File: config.mk
export PLATFORM = sky130hd
export DESIGN_NAME = rbd_lane
export DESIGN_NICKNAME = d
export VERILOG_FILES = /design/src/rtl/core/rgba_box_downsample_2x2_top_macros.svh /design/src/rtl/core/rbd_pkg.sv /design/src/rtl/core/rbd_lane.sv
export SDC_FILE = /design/constraint.sdc
export NUM_CORES = 1
export LEC_CHECK = 0
export ABC_AREA = 1
export BUFFER_PORTS_ARGS = -buffer_cell sky130_fd_sc_hd__buf_2
export CORE_ASPECT_RATIO = 1.4
export CORE_MARGIN = 2
export CORE_UTILIZATION = 35
export CTS_CLUSTER_DIAMETER = 150
export DETAILED_ROUTE_END_ITERATION = 12
export PLACE_DENSITY = 0.66
export SLEW_MARGIN = 10
export SYNTH_ARGS = -nofsm -noshare
export SYNTH_HDL_FRONTEND = slang
export SYNTH_SLANG_ARGS = --single-unit
File: constraint.sdc
create_clock -name clock -period 3 [get_ports clock]
set_input_delay 0.3 -clock clock [delete_from_list [all_inputs] [get_ports clock]]
set_output_delay 0.3 -clock clock [all_outputs]
set_load 0.005 [all_outputs]
File: src/rtl/core/rgba_box_downsample_2x2_top_macros.svh
`ifndef RGBA_BOX_DOWNSAMPLE_2X2_TOP_MACROS_SVH
`define RGBA_BOX_DOWNSAMPLE_2X2_TOP_MACROS_SVH

// same-cycle implication, disabled during reset
`define RBD_ASSERT_NOW(label, clk, rst, ante, cons) \
   label: assert property (@(posedge clk) disable iff (rst) (ante) |-> (cons)) \
      else $error("rbd assertion failed");

// next-cycle implication, disabled during reset
`define RBD_ASSERT_NEXT(label, clk, rst, ante, cons) \
   label: assert property (@(posedge clk) disable iff (rst) (ante) |=> (cons)) \
      else $error("rbd assertion failed");

`endif

File: src/rtl/core/rbd_pkg.sv
package rbd_pkg;

   localparam int MAX_WIDTH  = 4096;
   localparam int MAX_HEIGHT = 4096;
   localparam int LINE_DEPTH = MAX_WIDTH / 2;

   localparam int SIZE_W    = 13;
   localparam int COL_W     = $clog2(MAX_WIDTH);
   localparam int ROW_W     = $clog2(MAX_HEIGHT);
   localparam int X_W       = $clog2(LINE_DEPTH);
   localparam int Y_W       = ROW_W - 1;
   localparam int CH_W      = 8;
   localparam int SUM_W     = CH_W + 1;
   localparam int LANES     = 4;
   localparam int LINE_W    = LANES * SUM_W;
   localparam int CSR_IDX_W = 2;

   localparam logic [CSR_IDX_W-1:0] REG_SRC_WIDTH  = CSR_IDX_W'(0);
   localparam logic [CSR_IDX_W-1:0] REG_SRC_HEIGHT = CSR_IDX_W'(1);

   typedef struct packed {
      logic       vert;
      logic [1:0] shift;
      logic       last;
   } ctrl_type;

   function automatic logic [SIZE_W-1:0] clamp_size(input logic [SIZE_W-1:0] v,
                                                     input logic [SIZE_W-1:0] maxv);
      logic [SIZE_W-1:0] r;
      r = v;
      if (v == '0) begin
         r = SIZE_W'(1);
      end else if (v > maxv) begin
         r = maxv;
      end
      return r;
   endfunction

endpackage

File: src/rtl/core/rbd_lane.sv
module rbd_lane (
   input  logic                       clock,
   input  logic [rbd_pkg::CH_W-1:0]   pix,
   input  logic [rbd_pkg::CH_W-1:0]   hold,
   input  logic                       wide,
   input  logic                       load,
   input  rbd_pkg::ctrl_type          ctrl,
   input  logic [rbd_pkg::SUM_W-1:0]  line,
   output logic [rbd_pkg::SUM_W-1:0]  hsum,
   output logic [rbd_pkg::CH_W-1:0]   avg
);

   logic [rbd_pkg::SUM_W-1:0] hs_in;
   logic [rbd_pkg::SUM_W-1:0] hs_ff;
   logic [rbd_pkg::SUM_W:0]   tot;
   logic [rbd_pkg::SUM_W:0]   shifted;

   always_comb begin
      if (wide) begin
         hs_in = {1'b0, hold} + {1'b0, pix};
      end else begin
         hs_in = {1'b0, pix};
      end
   end

   assign hsum = hs_in;

   always_ff @(posedge clock) begin
      if (load) begin
         hs_ff <= hs_in;
      end
   end

   always_comb begin
      if (ctrl.vert) begin
         tot = {1'b0, line} + {1'b0, hs_ff};
      end else begin
         tot = {1'b0, hs_ff};
      end
      shifted = tot >> ctrl.shift;
   end

   assign avg = shifted[rbd_pkg::CH_W-1:0];

endmodule

## After elaboration in Yosys (flattened, before gate mapping)

Cells that the tools add are included.

- Word-level logic and storage cells: 6
- Bits in latches: 0
- Memories: 0
- Memory bits (read-only): 0
- Register bits: 9
- Bits in writable memories: 0

- Shift operators: 1
- Order comparisons: 0
- Div/mod/pow operators: 0
- Mux-type cells: 2
- Bitwise gates (word level): 0
- $mul: 0
- Add/subtract/negate cells: 2
- Equal/unequal tests: 0
- Reductions and logical operators: 0

Operators with widths:

| kind | count |
|---|---|
| $add 9x9->10 | 1 |
| $mux 10 | 1 |
| $shr 10x2->8 | 1 |
| $add 8x8->9 | 1 |
| $mux 9 | 1 |

## Depth between registers and ports, before layout

- Depth in word-level cells: 3
- Depth in mapped cells: 12
- Mapped depth without buffers: 12

## Worst setup path before layout

No wires, ideal clock.

- Path type: reg2out
- Start point: register hs_ff[0] in the netlist's numbering
- End point: output port avg[7] in the netlist's numbering
- Path slack: 1098 ps
- Arrival time: 1602 ps
- Buffers on the path: 0
- Data required time: 2700 ps
- Cell stages (with the launch flop): 12
- Path through: edfxtp_1 > ha_1 > fa_1 > nand2_1 > nand2_2 > nand3_2 > nand2_2 > nand2_1 > nand3_2 > nand3_2 > nand3_1 > nand2_1

- Longest elaborated chain between the ends: 3

RTL lines:

| what | line | source |
|---|---|---|
| from (decl) | rbd_lane.sv:14 | `logic [rbd_pkg::SUM_W-1:0] hs_ff;` |
| from (signal assigned) | rbd_lane.sv:30 | `hs_ff <= hs_in;` |
| $add 9x9->10 | rbd_lane.sv:36 | `tot = {1'b0, line} + {1'b0, hs_ff};` |
| $mux 10 * | rbd_lane.sv:35 | `if (ctrl.vert) begin` |
| $shr 10x2->8 * | rbd_lane.sv:40 | `shifted = tot >> ctrl.shift;` |
| to (decl) | rbd_lane.sv:10 | `output logic [rbd_pkg::CH_W-1:0] avg` |

Every way passes the cells marked *; elsewhere a longest branch is shown, timed or not.

## Worst setup path in the final report

Ends and elaborated chain as after synthesis.

==> results.sh <==
export IMPL_outcome="finished clean"
export IMPL_crit_end="avg[7]"
export IMPL_die_x_um=58.47
export IMPL_synth_area_per_cell_um2=6.549
export IMPL_cap_violations=0
export IMPL_antenna_cells=0
export IMPL_grt_pass1_wl_mm=5.658
export IMPL_setup_tns_ps=0
export IMPL_drive_gt1_share_pct=24.54
export IMPL_synth_seq_cells=9
export IMPL_grt_max_degree=17
export IMPL_synthArstFlopShare_pct=0
export IMPL_critPathArrivalTime_ps=2060
export IMPL_ir_worst_vdd_mv=0.2497
export IMPL_nNetsFinal=321
export IMPL_area_growth_pct=20.65
export IMPL_post_route_util_pct=44.38
export IMPL_area_sequential_um2=270.3
export IMPL_synth_area_leaders="nand2_1 (19%), edfxtp_1 (19%), ha_1 (15%)"
export IMPL_worstPathRequired_ps=2700
export IMPL_yosys_most_used_dff="edfxtp_1"
export IMPL_fillCellCount=437
export IMPL_yosysMostFrequentCell="nand2_1"
export IMPL_cts_sinks=9
export IMPL_synth_area_um2=1454
export IMPL_firstDrtPassIters=4
export IMPL_core_area_um2=3953
export IMPL_period_share_pct=78.52
export IMPL_viasPerCell=5.058
export IMPL_synth_warnings=0
export IMPL_critPathKind="reg -> out"
export IMPL_hp_class="in -> reg"
export IMPL_multi_input_area_um2=1060
export IMPL_hold_viol_final=0
export IMPL_overflow=0
export IMPL_cts_root_buffer="clkbuf_8"
export IMPL_vias=1578
export IMPL_worstPathMaxFanout=4
export IMPL_setup_worst_path_start="hs_ff[0]"
export IMPL_grt_pass1_vias=1504
export IMPL_setup_viol=0
export IMPL_path_clk_slew_ps=40
export IMPL_slew_violations=0
export IMPL_synth_common_cells="nand2_1 (75), nand3_1 (39), inv_1 (24)"
export IMPL_reg_top3="hs_ff: 9 flops"
export IMPL_leakage_nw=0.9755
export IMPL_die_y_um=80.26
export IMPL_routabilityCongestion=0.8196
export IMPL_hpwl_mm=2.933
export IMPL_worst_hold_slack_ps=386.9
export IMPL_post_cts_buffers=0
export IMPL_clockBufferDepth=2
export IMPL_fin_area_um2=1754
export IMPL_power_density_nw_per_um2=363.6
export IMPL_synth_top_area_cell="nand2_1"
export IMPL_timing_final_crit_period_ps=2356
export IMPL_io_buffers=47
export IMPL_cp_end_kind="output port"
export IMPL_cts_htree_levels=1
export IMPL_initial_core_util_pct=36.78
export IMPL_regMostFlops="hs_ff"
export IMPL_hold_buffers=0
export IMPL_largest_reg_flops=9
export IMPL_antenna_found_initial=0
export IMPL_worst_slack_ps=644.5
export IMPL_grt_usage_pct=14.72
export IMPL_rsz0062_at_grt="false"
export IMPL_drtAntennaViolNets=0
export IMPL_cts_tree="done"
export IMPL_post_drt_wl_per_cell_um=10.47
export IMPL_place_area_um2=1709
export IMPL_drt_initial_drc_count=38
export IMPL_syn_inst=222
export IMPL_max_freq_mhz=424.5
export IMPL_seq_area_frac_synth_pct=18.59
export IMPL_ctsResizeCount=0
export IMPL_ys_types=28
export IMPL_io_pins=49
export IMPL_synth_top_cell_area_share_pct=19.36
export IMPL_drc=0
export IMPL_rows=27
export IMPL_pre_cts_ws_ps=844.5
export IMPL_cts_buffers=3
export IMPL_wirelength_mm=3.268
export IMPL_synth_fp_nets=273
export IMPL_start_kind="register"
export IMPL_synth_edf_count=9
export IMPL_slew_headroom_pct=77.09
export IMPL_tightest_slew_ps=343.3
export IMPL_dieArea_um2=4693
## cell usage in the layout (no fill, tap or decap), drive strengths merged
cell / n
or2: 3
o211ai: 4
edfxtp: 9
clkbuf: 4
nand3: 45
o21ai: 8
nand3b: 1
nor2: 9
xor2: 2
nor3: 1
inv: 24
nand4: 1
ha: 17
xnor2: 1
a21oi: 12
fa: 2
buf: 47
a21o: 1
nand2: 78
## how the worst min path moves through the flow
stage	startpoint	to	slack, ps	cells after the start
floorplan	load	hs_ff[0]	410	0
global placement	pix[0]	hs_ff[0]	610	3
detailed placement	pix[0]	hs_ff[0]	610	3
CTS	pix[0]	hs_ff[0]	380	3
global route	pix[2]	hs_ff[2]	410	3
finish	pix[0]	hs_ff[0]	390	3
## where the power goes
part / leakage, nW / switching [mW] / internal [mW] / total [mW]
Clock: 0.0228 / 0.0408 / 0.0920 / 0.133
Sequential: 0.0877 / 0.00953 / 0.158 / 0.167
Combinational: 0.865 / 0.197 / 0.141 / 0.338
## critical path: stages, from the launching register on
cell	delay, ps
edfxtp_1	390
ha_1	230
fa_1	380
nand2_1	110
nand2_2	90
nand3_2	110
nand2_2	60
nand2_1	70
nand3_2	60
nand3_2	70
nand3_1	70
nand2_1	60
buf_2	100
## kinds of logic after synthesis
logic type,synth area share [%]
simple gates,43.46
buf+inv,8.519
compound gates,10.24
fa+ha+maj,17.38
flops,18.59
xor+xnor,1.808
## per-layer routing
metal  up-vias  part of all wire (%)  global-route usage (%)
met2        40                    53                   29.33
met4         0                  0.52                   4.186
met5         -                     0                       0
li1        841                     -                       -
met1       695                    41                   15.23
met3         2                   6.4                   2.093
## stage by stage
step / power, mW / cells
2_1_floorplan: 0.4115 / 222
3_3_place_gp: 0.5035 / 308
3_5_place_dp: 0.5096 / 308
4_1_cts: 0.6444 / 312
5_1_grt: 0.7021 / 312
6_report: 0.6379 / 312
## layout make-up
class	count	area share (%)
Inverter	24	5.136
Timing Repair Buffer	47	13.41
Sequential cell	9	15.41
Clock buffer	4	2.568
Tap cell	43	3.067
Multi-Input combinational cell	185	60.41
(Power assumes the default switching activity.)
